[src/rtl/core/skn_pkg.sv]
// ============================================================================
// SKINNY-128 CTR keystream package
// Shared types, opcodes, constants and the bit-sliced S-box.
// ============================================================================
`default_nettype none

package skn_pkg;

	localparam int MAX_ROUNDS_DEF = 56;
	localparam logic [5:0] ROUND_COUNT_RESET = 6'd40;

	typedef enum logic [1:0] {
		OP_KEY    = 2'd0,
		OP_CTR_HI = 2'd1,
		OP_CTR_LO = 2'd2,
		OP_DATA   = 2'd3
	} op_t;

	typedef enum logic [1:0] {
		ST_IDLE,
		ST_ROUND,
		ST_DONE
	} state_t;

	// Four cipher rows, row 0 in the low word.
	typedef struct packed {
		logic [31:0] r3;
		logic [31:0] r2;
		logic [31:0] r1;
		logic [31:0] r0;
	} rows_t;

	localparam logic [31:0] RC_ROW2 = 32'h0000_0002;

	function automatic logic [31:0] sbox(input logic [31:0] xi);
		logic [31:0] x;
		logic [31:0] y;
		x = xi;
		x = x ^ ((~((x >> 2) | (x >> 3))) & 32'h1111_1111);
		y = (~((x << 5) | (x << 1))) & 32'h2020_2020;
		x = x ^ (((~((x << 5) | (x << 4))) & 32'h4040_4040) ^ y);
		y = (~((x << 2) | (x << 1))) & 32'h8080_8080;
		x = x ^ (((~((x >> 2) | (x << 1))) & 32'h0202_0202) ^ y);
		y = (~((x >> 5) | (x << 1))) & 32'h0404_0404;
		x = x ^ (((~((x >> 1) | (x >> 2))) & 32'h0808_0808) ^ y);
		return ((x & 32'h0808_0808) << 1) |
		       ((x & 32'h3232_3232) << 2) |
		       ((x & 32'h0101_0101) << 5) |
		       ((x & 32'h8080_8080) >> 6) |
		       ((x & 32'h4040_4040) >> 4) |
		       ((x & 32'h0404_0404) >> 2);
	endfunction

	// Byte-reverses a 32-bit word (big-endian counter bytes to a row word).
	function automatic logic [31:0] bswap32(input logic [31:0] w);
		return {w[7:0], w[15:8], w[23:16], w[31:24]};
	endfunction

endpackage

`default_nettype wire

[src/rtl/core/skn_round.sv]
// ============================================================================
// SKINNY-128 round
// One full cipher round: S-box layer, round key and constant, row rotation
// and column mixing.
// ============================================================================
`default_nettype none

module skn_round (
	input  wire skn_pkg::rows_t rows_in,
	input  wire logic [63:0]    round_key,
	output skn_pkg::rows_t      rows_out
);

	logic [31:0] s0, s1, s2, s3;
	logic [31:0] t1, t2, t3;
	logic [31:0] m1, m2;

	always_comb begin
		s0 = skn_pkg::sbox(rows_in.r0) ^ round_key[31:0];
		s1 = skn_pkg::sbox(rows_in.r1) ^ round_key[63:32];
		s2 = skn_pkg::sbox(rows_in.r2) ^ skn_pkg::RC_ROW2;
		s3 = skn_pkg::sbox(rows_in.r3);
		t1 = {s1[23:0], s1[31:24]};
		t2 = {s2[15:0], s2[31:16]};
		t3 = {s3[7:0], s3[31:8]};
		m1 = t1 ^ t2;
		m2 = t2 ^ s0;
		rows_out.r0 = t3 ^ m2;
		rows_out.r1 = s0;
		rows_out.r2 = m1;
		rows_out.r3 = m2;
	end

endmodule

`default_nettype wire

[src/rtl/core/skinny128_ctr_keystream.sv]
// ============================================================================
// SKINNY-128 counter-mode keystream engine
// Round keys live in a single-port-read synchronous memory; a round datapath
// iterates over them once per cycle to encrypt the counter.
// ============================================================================
// Usage:
// The input channel (in_valid / in_stall) carries one item per handshake:
// a round-key load, a counter-half write, or a data byte. Only data bytes
// produce an item on the output channel (out_valid / out_stall).
// Key loads and counter writes restart the keystream. A data byte from a
// live keystream block is answered in the cycle after it is accepted. A
// data byte that needs a fresh block is answered once the round datapath
// has run every round (one round per cycle, keys read from the registered
// key memory) and the block is stored; each block serves 16 bytes.
// While a block is being computed, in_stall is high. A data byte is also
// held off while the output register holds an unread item; key and counter
// items are still taken then. Reset clears the counter to zero, marks the
// keystream as used up and sets round_count to 40; round keys are undefined
// until loaded. A stalled output item holds its value.
// ============================================================================
`default_nettype none

module skinny128_ctr_keystream #(
	parameter int MAX_ROUNDS = skn_pkg::MAX_ROUNDS_DEF
) (
	input  wire logic        clk,
	input  wire logic        arst_n,
	input  wire logic        cfg_we,
	input  wire logic [5:0]  cfg_wdata,
	input  wire logic        in_valid,
	output logic             in_stall,
	input  wire logic [1:0]  opcode,
	input  wire logic [5:0]  key_index,
	input  wire logic [63:0] value,
	input  wire logic [7:0]  data_in,
	output logic             out_valid,
	input  wire logic        out_stall,
	output logic [7:0]       data_out
);

	localparam int AW = $clog2(MAX_ROUNDS);
	localparam int CW = $clog2(MAX_ROUNDS + 1);

	skn_pkg::state_t state_q, state_d;

	logic [5:0]    round_count_q;
	logic [63:0]   ctr_hi_q, ctr_lo_q;
	logic [63:0]   ks_lo_q, ks_hi_q;
	logic [4:0]    offset_q;
	logic [7:0]    din_q;
	logic [CW-1:0] round_q;
	logic [CW-1:0] num_rounds;
	skn_pkg::rows_t rows_q, rows_next, ctr_rows;

	logic [63:0]   key_mem [MAX_ROUNDS];
	logic [63:0]   key_rd_q;
	logic [AW-1:0] rd_addr;

	logic          out_valid_q;
	logic [7:0]    data_out_q;

	logic in_acc, out_take, op_data, need_block, key_ok, last_round;
	logic [63:0] ks_word;
	logic [7:0]  ks_byte;

	assign op_data    = opcode == skn_pkg::OP_DATA;
	assign in_acc     = in_valid && !in_stall;
	assign out_take   = out_valid_q && !out_stall;
	assign need_block = offset_q[4];
	assign key_ok     = {1'b0, key_index} < 7'(MAX_ROUNDS);
	assign last_round = round_q == num_rounds - 1'b1;

	// Round counts above the table depth saturate.
	always_comb begin
		if ({1'b0, round_count_q} > 7'(MAX_ROUNDS)) begin
			num_rounds = CW'(MAX_ROUNDS);
		end else begin
			num_rounds = CW'(round_count_q);
		end
	end

	assign ctr_rows.r0 = skn_pkg::bswap32(ctr_hi_q[63:32]);
	assign ctr_rows.r1 = skn_pkg::bswap32(ctr_hi_q[31:0]);
	assign ctr_rows.r2 = skn_pkg::bswap32(ctr_lo_q[63:32]);
	assign ctr_rows.r3 = skn_pkg::bswap32(ctr_lo_q[31:0]);

	assign ks_word = offset_q[3] ? ks_hi_q : ks_lo_q;
	assign ks_byte = 8'(ks_word >> {offset_q[2:0], 3'b000});

	skn_round u_round (
		.rows_in  (rows_q),
		.round_key(key_rd_q),
		.rows_out (rows_next)
	);

	// Next state.
	always_comb begin
		state_d = state_q;
		case (state_q)
			skn_pkg::ST_IDLE: begin
				if (in_acc && op_data && need_block) begin
					state_d = (num_rounds == '0) ? skn_pkg::ST_DONE : skn_pkg::ST_ROUND;
				end
			end
			skn_pkg::ST_ROUND: begin
				if (last_round) begin
					state_d = skn_pkg::ST_DONE;
				end
			end
			skn_pkg::ST_DONE: begin
				state_d = skn_pkg::ST_IDLE;
			end
			default: state_d = skn_pkg::ST_IDLE;
		endcase
	end

	// Outputs of the sequencer.
	always_comb begin
		in_stall = 1'b1;
		rd_addr  = '0;
		case (state_q)
			skn_pkg::ST_IDLE: begin
				in_stall = op_data && out_valid_q && out_stall;
			end
			skn_pkg::ST_ROUND: begin
				rd_addr = AW'(round_q + 1'b1);
			end
			default: begin
				in_stall = 1'b1;
			end
		endcase
	end

	always_ff @(posedge clk or negedge arst_n) begin
		if (!arst_n) begin
			state_q <= skn_pkg::ST_IDLE;
		end else begin
			state_q <= state_d;
		end
	end

	always_ff @(posedge clk or negedge arst_n) begin
		if (!arst_n) begin
			round_count_q <= skn_pkg::ROUND_COUNT_RESET;
		end else if (cfg_we) begin
			round_count_q <= cfg_wdata;
		end
	end

	// Round-key memory: keys are only written while no block is in progress,
	// so reads and writes never collide.
	always_ff @(posedge clk) begin
		if (in_acc && opcode == skn_pkg::OP_KEY && key_ok) begin
			key_mem[key_index[AW-1:0]] <= value;
		end
		key_rd_q <= key_mem[rd_addr];
	end

	always_ff @(posedge clk or negedge arst_n) begin
		if (!arst_n) begin
			ctr_hi_q <= '0;
			ctr_lo_q <= '0;
		end else if (state_q == skn_pkg::ST_DONE) begin
			{ctr_hi_q, ctr_lo_q} <= {ctr_hi_q, ctr_lo_q} + 128'd1;
		end else if (in_acc && opcode == skn_pkg::OP_CTR_HI) begin
			ctr_hi_q <= value;
		end else if (in_acc && opcode == skn_pkg::OP_CTR_LO) begin
			ctr_lo_q <= value;
		end
	end

	always_ff @(posedge clk or negedge arst_n) begin
		if (!arst_n) begin
			offset_q <= 5'd16;
		end else if (state_q == skn_pkg::ST_DONE) begin
			offset_q <= 5'd1;
		end else if (in_acc) begin
			if (!op_data) begin
				offset_q <= 5'd16;
			end else if (!need_block) begin
				offset_q <= offset_q + 5'd1;
			end
		end
	end

	always_ff @(posedge clk) begin
		if (state_q == skn_pkg::ST_IDLE) begin
			rows_q  <= ctr_rows;
			round_q <= '0;
			din_q   <= data_in;
		end else if (state_q == skn_pkg::ST_ROUND) begin
			rows_q  <= rows_next;
			round_q <= round_q + 1'b1;
		end
		if (state_q == skn_pkg::ST_DONE) begin
			ks_lo_q <= {rows_q.r1, rows_q.r0};
			ks_hi_q <= {rows_q.r3, rows_q.r2};
		end
	end

	always_ff @(posedge clk or negedge arst_n) begin
		if (!arst_n) begin
			out_valid_q <= 1'b0;
		end else if (state_q == skn_pkg::ST_DONE ||
		             (in_acc && op_data && !need_block)) begin
			out_valid_q <= 1'b1;
		end else if (out_take) begin
			out_valid_q <= 1'b0;
		end
	end

	always_ff @(posedge clk) begin
		if (state_q == skn_pkg::ST_DONE) begin
			data_out_q <= din_q ^ rows_q.r0[7:0];
		end else if (in_acc && op_data && !need_block) begin
			data_out_q <= data_in ^ ks_byte;
		end
	end

	assign out_valid = out_valid_q;
	assign data_out  = data_out_q;

endmodule

`default_nettype wire

[config.mk]
export PLATFORM = sky130hd
export DESIGN_NAME = skinny128_ctr_keystream
export DESIGN_NICKNAME = d
export VERILOG_FILES = /design/src/rtl/core/skn_pkg.sv /design/src/rtl/core/skn_round.sv /design/src/rtl/core/skinny128_ctr_keystream.sv
export SDC_FILE = /design/constraint.sdc
export NUM_CORES = 2
export LEC_CHECK = 0
export BUFFER_PORTS_ARGS = -buffer_cell sky130_fd_sc_hd__buf_2
export CORE_MARGIN = 4
export CORE_UTILIZATION = 59
export DETAILED_ROUTE_END_ITERATION = 7
export GPL_TIMING_DRIVEN = 0
export PLACE_DENSITY = 0.75
export REMOVE_ABC_BUFFERS = 1
export SLEW_MARGIN = 5
export SYNTH_ARGS = -nofsm -noshare
export SYNTH_HDL_FRONTEND = slang
export SYNTH_SLANG_ARGS = --single-unit
export TNS_END_PERCENT = 50
[constraint.sdc]
create_clock -name clk -period 9.6 [get_ports clk]
set_clock_uncertainty 0.1 [all_clocks]
set_input_delay 1.92 -clock clk [delete_from_list [all_inputs] [get_ports clk]]
set_output_delay 1.92 -clock clk [all_outputs]
set_load 0.05 [all_outputs]
======== After elaboration in Yosys (flattened, before gate mapping) ========
Memory sizes are Yosys's and may differ from the RTL's. A register that Yosys moved wholly into a read port is not among the register bits.
Index checks and enable logic that the tools add are counted.
W data, S select, Z words.
cells by class
  add/sub/neg operators ................... 4
  magnitude comparators ................... 2
  equality and inequality tests ........... 10
  shifts and indexed selects .............. 1
  muxes and demuxes ....................... 25
  bitwise gates (word level) .............. 112
  reductions and logical operators ........ 27
operator list
  kind                       count
  $mux W64                   6
  $xor A32 B32 Y32           9
  $mux W128                  2
  $add A128 B1 Y128 const B  1
  $not A32 Y32               4
  $or A29 B32 Y32            4
  $or A32 B25 Y32            4
  $or A32 B26 Y32            4
  $or A32 B27 Y32            4
  $or A32 B30 Y32            4
  $or A32 B32 Y32            4
  $xor A26 B32 Y32           4
  $xor A32 B28 Y32           4
  $xor A32 B29 Y32           4
  $xor A32 B31 Y32           4
  $not A31 Y31               4
  $or A31 B31 Y31            4
  $xor A31 B30 Y31           4
  $not A30 Y30               4
  $or A30 B30 Y30            4
  $not A29 Y29               4
  $or A29 B29 Y29            4
  $not A28 Y28               4
  $or A28 B28 Y28            4
  other kinds (31)           83
storage, ports and cells
  bits in registers ....................... 420
  RAM bits ................................ 3,584
  bits of input ports ..................... 91
  output and inout bits ................... 10
  word-level logic and storage cells ...... 198
  memories ................................ 1
memory list
  memory   words  bits a word  read ports  clocked after Yosys merged registers in  write ports  RTL line                       RTL
  key_mem  56     64           1           1                                        1            skinny128_ctr_keystream.sv:55  logic [63:0] key_mem [MAX_ROUNDS];

======== Logic depth before layout (Yosys ltp) ========
  depth in word-level cells ............... 25
  mapped depth ............................ 13
  gate-level depth less buffers ........... 9

======== Modules after synthesis ========
Synthesis repeated with hierarchy kept, for this count alone.
second synthesis, totals
  cell total of the unflattened synthesis .. 10,869
  area total of the unflattened synthesis .. 165,461.2 sq um
by module, submodules not included
  module                   instances  cells an instance  area each (sq um)  seq. area each (sq um)
  skinny128_ctr_keystream  1          10,231             160,851.8          120,749.6
  skn_round                1          638                4,609.4            0.0

======== Least setup slack after synthesis ========
No wires, ideal clock.
  path type ............................... input -> register
  start point ............................. input key_index[5]
  end point ............................... memory key_mem[46][0] (enable)
  setup time .............................. 0.487 ns
  data arrival time ....................... 5.423 ns
  required time ........................... 9.013 ns
  path slack .............................. 3.590 ns
  stages on the path ...................... 6
  path buffers ............................ 1
  cells stage by stage .................... clkbuf_1 a31oi_1 nand2_1 nor2_1 nand3_1 nor2_1
on the way
  word-level cells in the longest chain between the ends .. 4
ends and longest elaborated chain
  what                           RTL line                        RTL
  start, declared                skinny128_ctr_keystream.sv:33   input wire logic [5:0] key_index,
  $lt A6 B6 Y1                   skinny128_ctr_keystream.sv:70   assign key_ok = {1'b0, key_index} < 7'(MAX_ROUNDS);
  $logic_and A1 B1 Y1            skinny128_ctr_keystream.sv:153  if (in_acc && opcode == skn_pkg::OP_KEY && key_ok) begin
  $mux W1                        skinny128_ctr_keystream.sv:153
  $mux W1 (not written as such)  skinny128_ctr_keystream.sv:154  key_mem[key_index[AW-1:0]] <= value;
  end, declared                  skinny128_ctr_keystream.sv:55
Parallel ways exist; a longest one is shown, timed or not.

======== Final worst setup path ========
  start point ............................. register round_q[0]
  end point ............................... register key_rd_q[12], read port of key_mem
on the way
  word-level cells in the longest chain between the ends .. 2
ends and longest elaborated chain
  what                    RTL line                        RTL
  start, declared         skinny128_ctr_keystream.sv:51   logic [CW-1:0] round_q;
  start signal, assigned  skinny128_ctr_keystream.sv:193  round_q <= round_q + 1'b1;
  $add A6 B1 Y6           skinny128_ctr_keystream.sv:126  rd_addr = AW'(round_q + 1'b1);
  $mux W6                 skinny128_ctr_keystream.sv:121  case (state_q)
  end, declared           skinny128_ctr_keystream.sv:56   logic [63:0] key_rd_q;
No other way between the ends.
A chain may end at the register's enable or synchronous reset.

==> metrics.md <==
| Metric | Value |
|---|---|
| Initial drt markers | ~18000 |
| Gp weighted congestion | about 1 |
| First-pass DRT Iterations | 8 |
| Core Area | 0.274 sq mm |
| # resized after CTS | 0 |
| Sequential area share after synthesis | 74.2% |
| Final worst slack | 3.43 ns |
| Main synth FF type | edfxtp_1 |
| WHS | 0.366 ns |
| Die height | ~530 um |
| Antenna violations before repair | 25 |
| Sequential power share | between 40% and 50% |
| Worst skew pair latency | 1.02 ns |
| Final Setup Violations | 0 |
| DRT Wirelength | 514 mm |
| Most frequent cells in the layout | edfxtp_1, nand2_1, a21oi_1 |
| Worst vdd ir | ~0.26 mV |
| Total Neg Setup Slack | 0 ns |
| CP Data Arrival Time | 6.83 ns |
| Switching power of the nets | 16.4 mW |
| Crit. End Element | flop |
| Logic pwr share | 25.7% |
| Outcome | finished with violations |
| Post-detail-place hpwl | 333 mm |
| Max Fclk | 162 MHz |
| CTS tree | built |
| Min Tclk post-route | 6.17 ns |
| RSZ-0062 raised after global routing | no |
| Clk slew on worst S/H paths | 0.06 ns |
| Total Routing Usage GR | 35.6% |
| FFs w/ async S/R, synth | under 10% |
| Yosys reg bits | 4068 |
| Worst hold path type | reg2reg |
| Layout Area Growth over Synthesis | 15.0% |
| Clk pwr share | between 30% and 40% |
| Post-synth EDFFs | 3856 |
| Most common cell after layout, fill and taps aside | edfxtp_1 |
| Post-DRT Antenna Nets | 0 |
| Die Area | 0.284 sq mm |
| Fill cells | between 15000 and 20000 |
| CTS buffer count | a little over 400 |
| Internal Pwr Total | 34.6 mW |
| Clock tree buffer depth | 4 |
| DP Worst Slack | ~3.6 ns |
| Failing checks | design-rule violations |
| Final Non-Filler Cells | between 10000 and 15000 |
| Final Hold Viols | 0 |
| Worst Max-Slew Pin Slew | roughly 1.4 ns |
| IO Pins | 101 |
| Root buffer cell | clkbuf_16 |
| Final Cycle Share | between 60 and 70% |
| Fraction of layout cells with a size suffix above 1 | 16.2% |
| Crit path kind | reg2reg |
| Placed cell count | 13900 |
| # hold bufs at CTS | 0 |
| Switching share of power | 32.2% |
| Largest net degree at the start of global routing | 133 |
| FP Rows | 192 |
| GRT overflow | 0 |
| Syn. warnings | 0 |
| Die Wd | 533 um |
| Tot Pwr | 51.0 mW |
| Slew margin rel. | 5.10% |
| First-pass GRT wire length | between 700 and 800 mm |
| Via count | 103000 |
| Max Slew Vio Count | 0 |
| Post-DR vias/cell | 6.97 |
| Syn Inst Count | 10500 |
| WP data required | 10.27 ns |
| Nets | 10800 |
| Starting density of the core | 59.4% |
| Synth Cell Area | 0.163 sq mm |
| Vias in the first global route | 99100 |
| DR DRC count | 1 |
| PortBufs | 100 |
| Worst Setup Start Kind | flop |
| Post-CTS setup buffer count | 0 |
| Distinct cells, synth | 82 |
| PD cells | about 270 mW/mm^2 |
| CP Max Fanout | 61 |
| H-Tree Depth | 5 |
| Avg Synthesized Cell Area | approximately 16 sq um |
| Detailed-route wire length per cell | about 35 um |
| Max Cap Viol | 0 |
| Pleak | 59.9 nW |
| Sink Count | 4068 |
==> cells by family (layout without fill, tap and decap cells) <==
kind of cell	count (synthesis)	count (layout)	synth area share, %
buffers and inverters	714	1257	1.67
AND/OR/NAND/NOR	2617	2617	7.09
adder cells (fa/ha/maj)	5	5	0.0385
flip-flops	4068	4068	74.2
XOR/XNOR	284	284	1.60
multiplexers	668	668	7.20
AO/OA/AOI/OAI	2105	2105	8.19
other	0	19	0
==> power groups by stage <==
stage,Clock (mW),Sequential [mW],Combinational [mW]
final,15.9,22.0,13.1
after global routing,16.7,22.1,13.8
after CTS,16.0,22.0,12.9
after detailed placement,0,22.3,12.7
after global placement,0,22.6,16.2
after floorplan,0,21.9,10.1
==> stage by stage <==
step | cell area, sq um | utilization, %
3_5_place_dp | 174000 | 63.4
4_1_cts | 187000 | 68.2
6_report | 187000 | 68.3
2_1_floorplan | 160000 | -
3_3_place_gp | 165000 | 60.3
5_1_grt | 187000 | 68.3
==> flip-flops by register name, indices dropped and copies added (netlist names), 8 cells and up <==
register / count
ctr_lo_q: 64
key_rd_q: 64
rows_q: 128
ks_hi_q: 64
din_q: 8
data_out: 8
key_mem: 3584
ctr_hi_q: 64
ks_lo_q: 64
==> cell usage after synthesis, drive strengths merged, types with 117 or more instances <==
library cell	instances	area [sq um]
a21oi	639	3200
mux4	381	8580
dfrtp	139	3480
edfxtp	3856	116000
mux2	211	2380
a31oi	267	1670
o22ai	188	1180
nor3	273	1380
o211ai	253	1900
o21ai	340	1700
nand3	307	1550
clkbuf	560	2100
nand2	1405	5270
o221ai	117	1020
buf	121	495
xnor2	163	1430
nor2	318	1190
==> routing by layer <==
metal	vias up	wire length, um	global-route usage [%]
met3	1519	66000	8.35
met1	51500	183000	49.3
li1	41500	-	-
met5	-	202	0
met4	6	31300	18.0
met2	7935	233000	53.8
==> worst max-delay path, cell delays in order (launching register included) <==
cell	delay, ns
dfxtp_4	0.65
buf_16	0.35
ha_1	0.39
xnor2_2	0.33
nor2_4	0.29
buf_12	0.24
buf_12	0.25
buf_12	0.23
buf_12	0.22
buf_12	0.22
buf_12	0.24
buf_12	0.24
buf_12	0.25
buf_12	0.25
nand2_1	0.09
a31oi_1	0.21
o211ai_1	0.12
nand3_1	0.11
a21oi_1	0.11
a311oi_2	0.85
==> final cells by class <==
class / count / area [sq um] / area share, %
multi-input combinational: 5679 / 39900 / 21.3
timing repair buffer: 474 / 8420 / 4.50
inverter: 33 / 146 / 0.0782
clock inverter: 227 / 2390 / 1.28
sequential: 4068 / 121000 / 64.5
antenna: 19 / 47.5 / 0.0254
tap: 3686 / 4610 / 2.46
clock buffer: 523 / 10900 / 5.82
==> worst paths after layout <==
check / start / to / slack [ns] / depth (start not counted)
setup / recovery: round_q[0]$_SDFFE_PP0P_ / key_rd_q[12]$_DFF_P_ / 3.43 / 19
hold / removal: rows_q[116]$_DFFE_PP_ / ks_hi_q[52]$_DFFE_PP_ / 0.37 / 0
setup reg to reg: round_q[0]$_SDFFE_PP0P_ / key_rd_q[12]$_DFF_P_ / 3.43 / 19
hold reg to reg: rows_q[116]$_DFFE_PP_ / ks_hi_q[52]$_DFFE_PP_ / 0.37 / 0
max in group asynchronous: arst_n / ctr_hi_q[25]$_DFFE_PN0P_ / 7.68 / 2
min in group asynchronous: arst_n / ctr_lo_q[47]$_DFFE_PN0P_ / 0.79 / 1
(Power assumes the default switching activity.)
